===== config.mk =====
export PLATFORM = sky130hd
export DESIGN_NAME = q2e_fifo
export DESIGN_NICKNAME = d
export VERILOG_FILES = /design/src/rtl/q2e_pkg.sv /design/src/rtl/q2e_fifo.sv
export SDC_FILE = /design/constraint.sdc
export NUM_CORES = 1
export LEC_CHECK = 0
export ABC_CLOCK_PERIOD_IN_PS = 12890
export BUFFER_PORTS_ARGS = -buffer_cell sky130_fd_sc_hd__buf_4
export CAP_MARGIN = 15
export CORE_ASPECT_RATIO = 0.9
export CORE_MARGIN = 3
export CORE_UTILIZATION = 35
export DETAILED_ROUTE_END_ITERATION = 8
export GPL_TIMING_DRIVEN = 0
export PLACE_DENSITY = 0.54
export SETUP_SLACK_MARGIN = 0.02
export SKIP_CTS_REPAIR_TIMING = 1
export SLEW_MARGIN = 25
export SYNTH_ARGS = -nofsm -noshare
export SYNTH_HDL_FRONTEND = slang
export SYNTH_SLANG_ARGS = --single-unit

===== constraint.sdc =====
create_clock -name clk -period 12.89 [get_ports clk]
set_input_delay 0 -clock clk [delete_from_list [all_inputs] [get_ports clk]]
set_output_delay 0 -clock clk [all_outputs]
set_load 0.01 [all_outputs]

===== src/rtl/q2e_pkg.sv =====
// Shared widths, types and the arctangent table for the quaternion to Euler angle block.
`default_nettype none

package q2e_pkg;

    localparam int QW         = 16;          // quaternion component, Q2.14
    localparam int ANGW       = 16;          // binary angle out
    localparam int PW         = 2 * QW;      // component product, Q.28
    localparam int FRAC2      = 28;          // fraction bits of a product
    localparam int OPW        = PW + 2;      // atan2 operand
    localparam int SW         = FRAC2 + 2;   // saturated asin argument
    localparam int SMW        = SW - 1;      // magnitude of it, also the root width
    localparam int SQW        = 2 * FRAC2 + 1; // radicand 1 - s*s
    localparam int SQ_STAGES  = (SQW + 1) / 2;
    localparam int NORM_EXP   = 40;          // operands normalised to at least 2^40
    localparam int NORM_STEPS = 7;
    localparam int MW         = NORM_EXP + 2;
    localparam int XW         = NORM_EXP + 4;
    localparam int ACCW       = 34;          // angle accumulator, 2^32 per turn
    localparam int RW         = ACCW - 16;   // rounded angle before wrap
    localparam int TAB_LEN    = 24;
    localparam int DEF_CORDIC_STAGES = 16;
    localparam int FIFO_DEPTH = 4;
    localparam int CNTW       = $clog2(FIFO_DEPTH) + 1;

    localparam logic signed [ACCW-1:0] QTURN = ACCW'(1) <<< 30;

    localparam logic signed [ACCW-1:0] ATAN_TAB [TAB_LEN] = '{
        34'sd536870912, 34'sd316933406, 34'sd167458907, 34'sd85004756,
        34'sd42667331,  34'sd21354465,  34'sd10679838,  34'sd5340245,
        34'sd2670163,   34'sd1335087,   34'sd667544,    34'sd333772,
        34'sd166886,    34'sd83443,     34'sd41722,     34'sd20861,
        34'sd10430,     34'sd5215,      34'sd2608,      34'sd1304,
        34'sd652,       34'sd326,       34'sd163,       34'sd81
    };

    // operands of one transaction, as queued between front and back
    typedef struct packed {
        logic signed [OPW-1:0] a1;
        logic signed [OPW-1:0] b1;
        logic signed [OPW-1:0] a3;
        logic signed [OPW-1:0] b3;
        logic signed [SW-1:0]  s;
    } ops_t;

endpackage

`default_nettype wire


===== src/rtl/q2e_fifo.sv =====
// Short operand queue between the front end and the angle pipeline.
`default_nettype none

module q2e_fifo (
    input  wire logic                     clk,
    input  wire logic                     rst_n,
    input  wire logic                     push,
    input  q2e_pkg::ops_t                 push_data,
    input  wire logic                     pop,
    output q2e_pkg::ops_t                 pop_data,
    output logic [q2e_pkg::CNTW-1:0]      count
);
    import q2e_pkg::*;

    localparam int PTRW = $clog2(FIFO_DEPTH);

    ops_t mem_reg [FIFO_DEPTH];
    logic [PTRW-1:0] wr_ptr_reg, rd_ptr_reg;
    logic [CNTW-1:0] count_reg, count_next;

    always_ff @(posedge clk)
    begin
        if (push)
        begin
            mem_reg[wr_ptr_reg] <= push_data;
        end
    end

    assign count_next = count_reg + CNTW'(push) - CNTW'(pop);

    always_ff @(posedge clk or negedge rst_n)
    begin
        if (!rst_n)
        begin
            wr_ptr_reg <= '0;
            rd_ptr_reg <= '0;
            count_reg  <= '0;
        end
        else
        begin
            if (push)
            begin
                wr_ptr_reg <= wr_ptr_reg + PTRW'(1);
            end
            if (pop)
            begin
                rd_ptr_reg <= rd_ptr_reg + PTRW'(1);
            end
            count_reg <= count_next;
        end
    end

    assign pop_data = mem_reg[rd_ptr_reg];
    assign count    = count_reg;

    a_no_overflow: assert property (@(posedge clk) disable iff (!rst_n)
        push |-> (count_reg < CNTW'(FIFO_DEPTH)))
        else $error("operand queue written while full");

    a_no_underflow: assert property (@(posedge clk) disable iff (!rst_n)
        pop |-> (count_reg != '0))
        else $error("operand queue read while empty");

    a_count_tracks: assert property (@(posedge clk) disable iff (!rst_n)
        (push && !pop) |=> (count_reg == $past(count_reg) + CNTW'(1)))
        else $error("queue count lost a write");

endmodule

`default_nettype wire


==> flow_summary.json, run 1 <==
{
  "status": "finished, final reports clean",
  "crit_buf_inv": 4,
  "start_util_pct": 35.4,
  "cts.path.max_buffers": 3,
  "rsz0062_at_grt": "false",
  "syn_to_final_growth_pct": 33.3,
  "cellPowerDensity_nw_per_um2": 223,
  "fin_setup_tns_ns": 0,
  "synthesis.nets": 1077,
  "max_slew_margin_pct": 44.5,
  "start_kind": "flip-flop",
  "ys_ff_latch": 671,
  "crit_top_cell": "buf_2",
  "largest_reg_flops": 664,
  "regToRegEndpoint": "mem_reg[1][123]",
  "vias": 11600,
  "drive_above_1_share_pct": 42.3,
  "setup_viol_count_final": 0,
  "clkTransAtPathRegs_ns": 0.06,
  "syn_inst": 900,
  "syn_area_um2": 24300,
  "ys.warnings.count": 0,
  "critPathRequiredTime_ns": 12.89,
  "die_width_um": 284,
  "die_y_um": 256,
  "fin_area_um2": 32400,
  "dr.pass1.iters": 4,
  "cts-root-buf": "clkbuf_16",
  "clock_latency_ns": 0.59,
  "drc": 0,
  "cpPeakStageDelay_ns": 0.40,
  "viasPerCell": 4.65,
  "place_congestion": 0.670,
  "slew_violations": 0,
  "ys_types": 14,
  "gr-total-overflow": 0,
  "r2r_start": "wr_ptr_reg[1]",
  "hp-start": "push_data[119]",
  "yosysSeqAreaShare_pct": 82.7,
  "port_buffers": 338,
  "ctsHtreeMaxLevel": 3,
  "maxCapViolCount": 0,
  "worstPathArrival_ns": 2.46,
  "fmax_mhz": 407,
  "crit_slowest_cell": "buf_2",
  "nets": 1679,
  "wl_per_cell_um": 21.2,
  "reg2regPathDepth": 6,
  "die_area_um2": 72700,
  "grt_pass1_wl_um": 77700,
  "rows": 91,
  "clock_sinks": 671,
  "rrSetupSlack_ns": 10.68,
  "tightest_slew_ns": 0.832,
  "crit_type": "flip-flop to output pin",
  "avgSynthCellArea_um2": 27.0,
  "cts_made_buffers": 72,
  "hpwl_um": 33300,
  "leakagePower_nw": 11.2,
  "min_period_ns": 2.46,
  "grt_max_degree": 40,
  "drt-initial-drc-count": 687,
  "cp-end-kind": "output pin",
  "hold_depth": 2,
  "final_hold_viol_count": 0,
  "cts_tree": "built",
  "crit_chain": "clkbuf_1 -> buf_2 -> buf_2 -> mux4_2 -> buf_4",
  "post-route-period-util_pct": 19.0,
  "ir_drop_mv": 0.142,
  "routed_wl_um": 52700,
  "ios": 339,
  "grt_usage_pct": 14.3,
  "hold_path_class": "input pin to flip-flop",
  "antenna_found_initial": 4,
  "worstPathMaxFanout": 10,
  "crit_family": "buffers and inverters",
  "place_area_um2": 28500,
  "core_um2": 68700,
  "fin_skew_ns": 0.0254,
  "grt_pass1_vias": 11900,
  "ant_nets": 0,
  "holdPathEnd": "mem_reg[3][119]"
}
[synth_stat cells (all sizes together)]
cell    count  area share [%]
edfxtp    664              82
mux4      166              15
buf        34             1.1
dfrtp       7            0.72
ha          6            0.31
inv         6           0.093
and2        4            0.10
clkbuf      4           0.062
xor2        3            0.11
nand2       2           0.031
xnor2       2           0.072
fa          1           0.082
o21ai       1           0.021
[logic make-up after synthesis]
logic type	after synthesis	synth area share [%]
XOR/XNOR	5	0.180
buffers and inverters	44	1.24
flip-flops	671	82.7
AND/OR/NAND/NOR	6	0.134
AO/OA/AOI/OAI	1	0.0206
adder cells (fa/ha/maj)	7	0.391
multiplexers	166	15.4
[per-stage QoR]
stage	setup slack, ns	std cells	total power, W	utilization (%)	hold slack [ns]
2_1_floorplan	7.94	900	0.00427	-	-0.296
3_3_place_gp	4.09	2168	0.00540	40.8	-0.175
3_5_place_dp	10.61	2188	0.00535	41.5	-0.174
4_1_cts	10.27	2316	0.00735	44.8	-0.830
5_1_grt	10.23	2488	0.00760	47.2	0.126
6_report	10.43	2488	0.00722	47.2	0.148
[worst reg2reg max path: cells and delay by family, from the launching register on]
| family | cells | cell delay [ns] |
|---|---|---|
| adder cells (fa/ha/maj) | 1 | 0.15 |
| buffers and inverters | 4 | 0.90 |
| flip-flops | 1 | 0.40 |
| AND/OR/NAND/NOR | 1 | 0.41 |
[power by group]
group | switching, W | total, W | internal [W] | leakage (nW)
sequential | 0.0000736 | 0.00292 | 0.00285 | 6.18
clock | 0.000799 | 0.00197 | 0.00117 | 1.10
combinational | 0.00117 | 0.00233 | 0.00117 | 3.87
[metal layers]
layer / GRT usage, % / up-vias / part of all wire [%]
li1: - / 5120 / -
met1: 18.4 / 6061 / 42
met2: 23.3 / 291 / 49
met3: 4.36 / 99 / 5.8
met4: 4.61 / 4 / 2.6
met5: 0 / - / 0.051
[layout make-up]
cell class	count	area, µm²
clock buffer	94	1920
sequential	671	20100
fill	5689	36200
antenna	2	5.00
tap	930	1160
buffer	38	279
inverter	6	22.5
clock inverter	34	325
multi-input combinational	185	3930
timing repair buffer	528	4680
[layout by cell type (no fill, tap or decap)]
| cell type | Yosys | routed |
|---|---|---|
| fa_1 | 1 | 1 |
| mux4_2 | 166 | 166 |
| xor2_1 | 3 | 3 |
| edfxtp_1 | 664 | 664 |
| clkinv_2 | 0 | 10 |
| buf_2 | 19 | 19 |
| clkbuf_1 | 4 | 22 |
| inv_1 | 6 | 6 |
| dlygate4sd3_1 | 0 | 170 |
| and2_4 | 0 | 4 |
| bufinv_16 | 0 | 6 |
| nand2_1 | 2 | 2 |
| o21ai_0 | 1 | 1 |
| diode_2 | 0 | 2 |
| inv_6 | 0 | 3 |
| buf_4 | 0 | 338 |
| dfrtp_1 | 7 | 7 |
| ha_1 | 6 | 6 |
| buf_16 | 0 | 5 |
| clkbuf_16 | 0 | 72 |
| clkinv_1 | 0 | 14 |
| clkinv_8 | 0 | 1 |
| xnor2_1 | 2 | 2 |
| clkbuf_8 | 0 | 4 |
| buf_12 | 0 | 15 |
| buf_6 | 15 | 15 |
[worst max path at each step]
stage	start	to	depth (start not counted)	slack [ns]
finish	rd_ptr_reg[1]	pop_data[83]	5	10.43
global route	rd_ptr_reg[1]	pop_data[83]	5	10.23
CTS	rd_ptr_reg[1]	pop_data[83]	5	10.27
detailed placement	wr_ptr_reg[1]	mem_reg[1][114]	6	10.61
global placement	wr_ptr_reg[0]	mem_reg[2][89]	3	4.09
floorplan	wr_ptr_reg[0]	mem_reg[0][0]	3	7.94
No activity file was read; power rests on OpenSTA's default activity.
==> inputs of run 2 (changes only) <==
Settings changed: ABC_CLOCK_PERIOD_IN_PS 12890 to 2300.
Clock period 12.89 ns to 2.3 ns, I/O delays scaled along.
==> run 2 against run 1 <==
Against the previous run: highest routed layer unchanged; sequential share of layout area shrank 0.41 points; combinational power grew to 5.8 times the previous value; setup slack lost 10 ns; first-iteration DRC count grew 4.1%; total power grew to 5.7 times the previous value; sequential cell count is the same; largest cell class unchanged; via count grew 0.30%; critical endpoint is now pop_data[116].
==> flow_summary.json, run 2 (synthesis results as in run 1) <==
{
  "die_area_um2": 72700,
  "clkTransAtPathRegs_ns": 0.06,
  "drive_above_1_share_pct": 42.2,
  "place_congestion": 0.686,
  "largest_reg_flops": 664,
  "worstPathArrival_ns": 2.23,
  "routed_wl_um": 52700,
  "grt_pass1_vias": 11900,
  "die_width_um": 284,
  "ios": 339,
  "die_y_um": 256,
  "cpPeakStageDelay_ns": 0.54,
  "vias": 11600,
  "hp-start": "push_data[93]",
  "hpwl_um": 32800,
  "drc": 0,
  "crit_start": "rd_ptr_reg[0]",
  "leakagePower_nw": 11.2,
  "hold_path_class": "input pin to flip-flop",
  "p_total_w": 0.0411,
  "r2r_start": "wr_ptr_reg[0]",
  "rows": 91,
  "rsz0062_at_grt": "true",
  "ctsHtreeMaxLevel": 3,
  "maxCapViolCount": 0,
  "dr.pass1.iters": 6,
  "crit_type": "flip-flop to output pin",
  "crit_buf_inv": 4,
  "fin_hold_ws_ns": 0.136,
  "cp-end-kind": "output pin",
  "syn_to_final_growth_pct": 34.2,
  "ant_nets": 0,
  "cts_tree": "built",
  "start_util_pct": 35.4,
  "fin_setup_tns_ns": 0,
  "layout_commonest_cell": "edfxtp_1",
  "drt-initial-drc-count": 715,
  "clock_sinks": 671,
  "worstPathMaxFanout": 10,
  "start_kind": "flip-flop",
  "core_um2": 68700,
  "final_hold_viol_count": 0,
  "cellPowerDensity_nw_per_um2": 1260,
  "crit_family": "buffers and inverters",
  "crit_slowest_cell": "mux4_2",
  "wl_per_cell_um": 21.2,
  "crit_chain": "buf_6 -> buf_12 -> buf_12 -> mux4_2 -> buf_4",
  "fmax_mhz": 448,
  "crit_top_cell": "buf_12",
  "cts-root-buf": "clkbuf_16",
  "viasPerCell": 4.68,
  "post-route-period-util_pct": 97.0,
  "cts_made_buffers": 72,
  "ir_drop_mv": 0.629,
  "critPathRequiredTime_ns": 2.30,
  "min_period_ns": 2.23,
  "final_cell_mix": "664 x edfxtp_1, 340 x buf_4, 170 x dlygate4sd3_1",
  "setup_viol_count_final": 0,
  "clock_latency_ns": 0.60,
  "gr-total-overflow": 0,
  "antenna_found_initial": 4,
  "tightest_slew_ns": 0.610,
  "grt_usage_pct": 14.4,
  "grt_max_degree": 41,
  "slew_violations": 0,
  "fin_skew_ns": 0.0257,
  "max_slew_margin_pct": 59.4,
  "port_buffers": 338,
  "grt_pass1_wl_um": 78000,
  "status": "finished, final reports clean",
  "nets": 1675,
  "cts.path.max_buffers": 3
}
==> run 2: changes by cell type in the layout (fill, tap and decap cells not counted), moves of 4 or more <==
| cell | delta |
|---|---|
| buf_6 | -12 |
| buf_16 | +7 |
| clkbuf_4 | +12 |
| clkbuf_8 | -4 |
| buf_8 | +6 |
| clkinv_2 | -5 |
| buf_2 | -17 |
==> run 2: cell type report <==
type                    count  area (µm²)
diodes                      2        5.00
flip-flops and latches    671       20100
inverters                   6        22.5
repair buffers            525        4670
fillers                  5739       36000
well taps                 930        1160
clock inverters            29         377
multi-input cells         185        3930
clock buffers              98        1940
plain buffers              37         434
==> run 2: worst paths after layout <==
check	end	slack, ns	cells after the start
worst max-delay path	pop_data[116]	0.07	5
worst min-delay path	mem_reg[0][93]	0.14	2
worst max register to register	mem_reg[2][73]	0.30	5
worst min register to register	wr_ptr_reg[0]	0.55	1
max in group asynchronous	rd_ptr_reg[1]	1.65	3
min in group asynchronous	count[2]	0.38	3
==> run 2: per-stage QoR <==
step	setup WS, ns	area (µm²)	utilization (%)	cells
CTS	-0.458	30800	44.8	2312
global placement	-1.06	28000	40.8	2168
global route	-0.0566	32700	47.6	2483
detailed placement	0.226	28500	41.5	2185
finish	0.0689	32700	47.6	2483
floorplan	0.0648	24300	-	900
==> run 2: routing by layer <==
layer / up-vias / GRT usage (%) / share of wire [%]
li1: 5127 / - / -
met4: 4 / 4.60 / 2.4
met3: 82 / 4.59 / 6.0
met1: 6104 / 19.1 / 43
met5: - / 0 / 0.040
met2: 293 / 22.7 / 49
==> run 2: worst register-to-register path, stage by stage (launching register included) <==
cell and delay, ns:
dfrtp_1 0.43, inv_1 0.10, ha_1 0.14, and2_4 0.36
buf_16 0.30, buf_16 0.30
==> run 2: power breakdown <==
group	internal [W]	total [W]	leakage, nW	switching [W]
Clock	0.00674	0.0113	1.12	0.00456
Sequential	0.0160	0.0164	6.18	0.000426
Combinational	0.00681	0.0135	3.93	0.00665
Total	0.0295	0.0411	11.2	0.0116
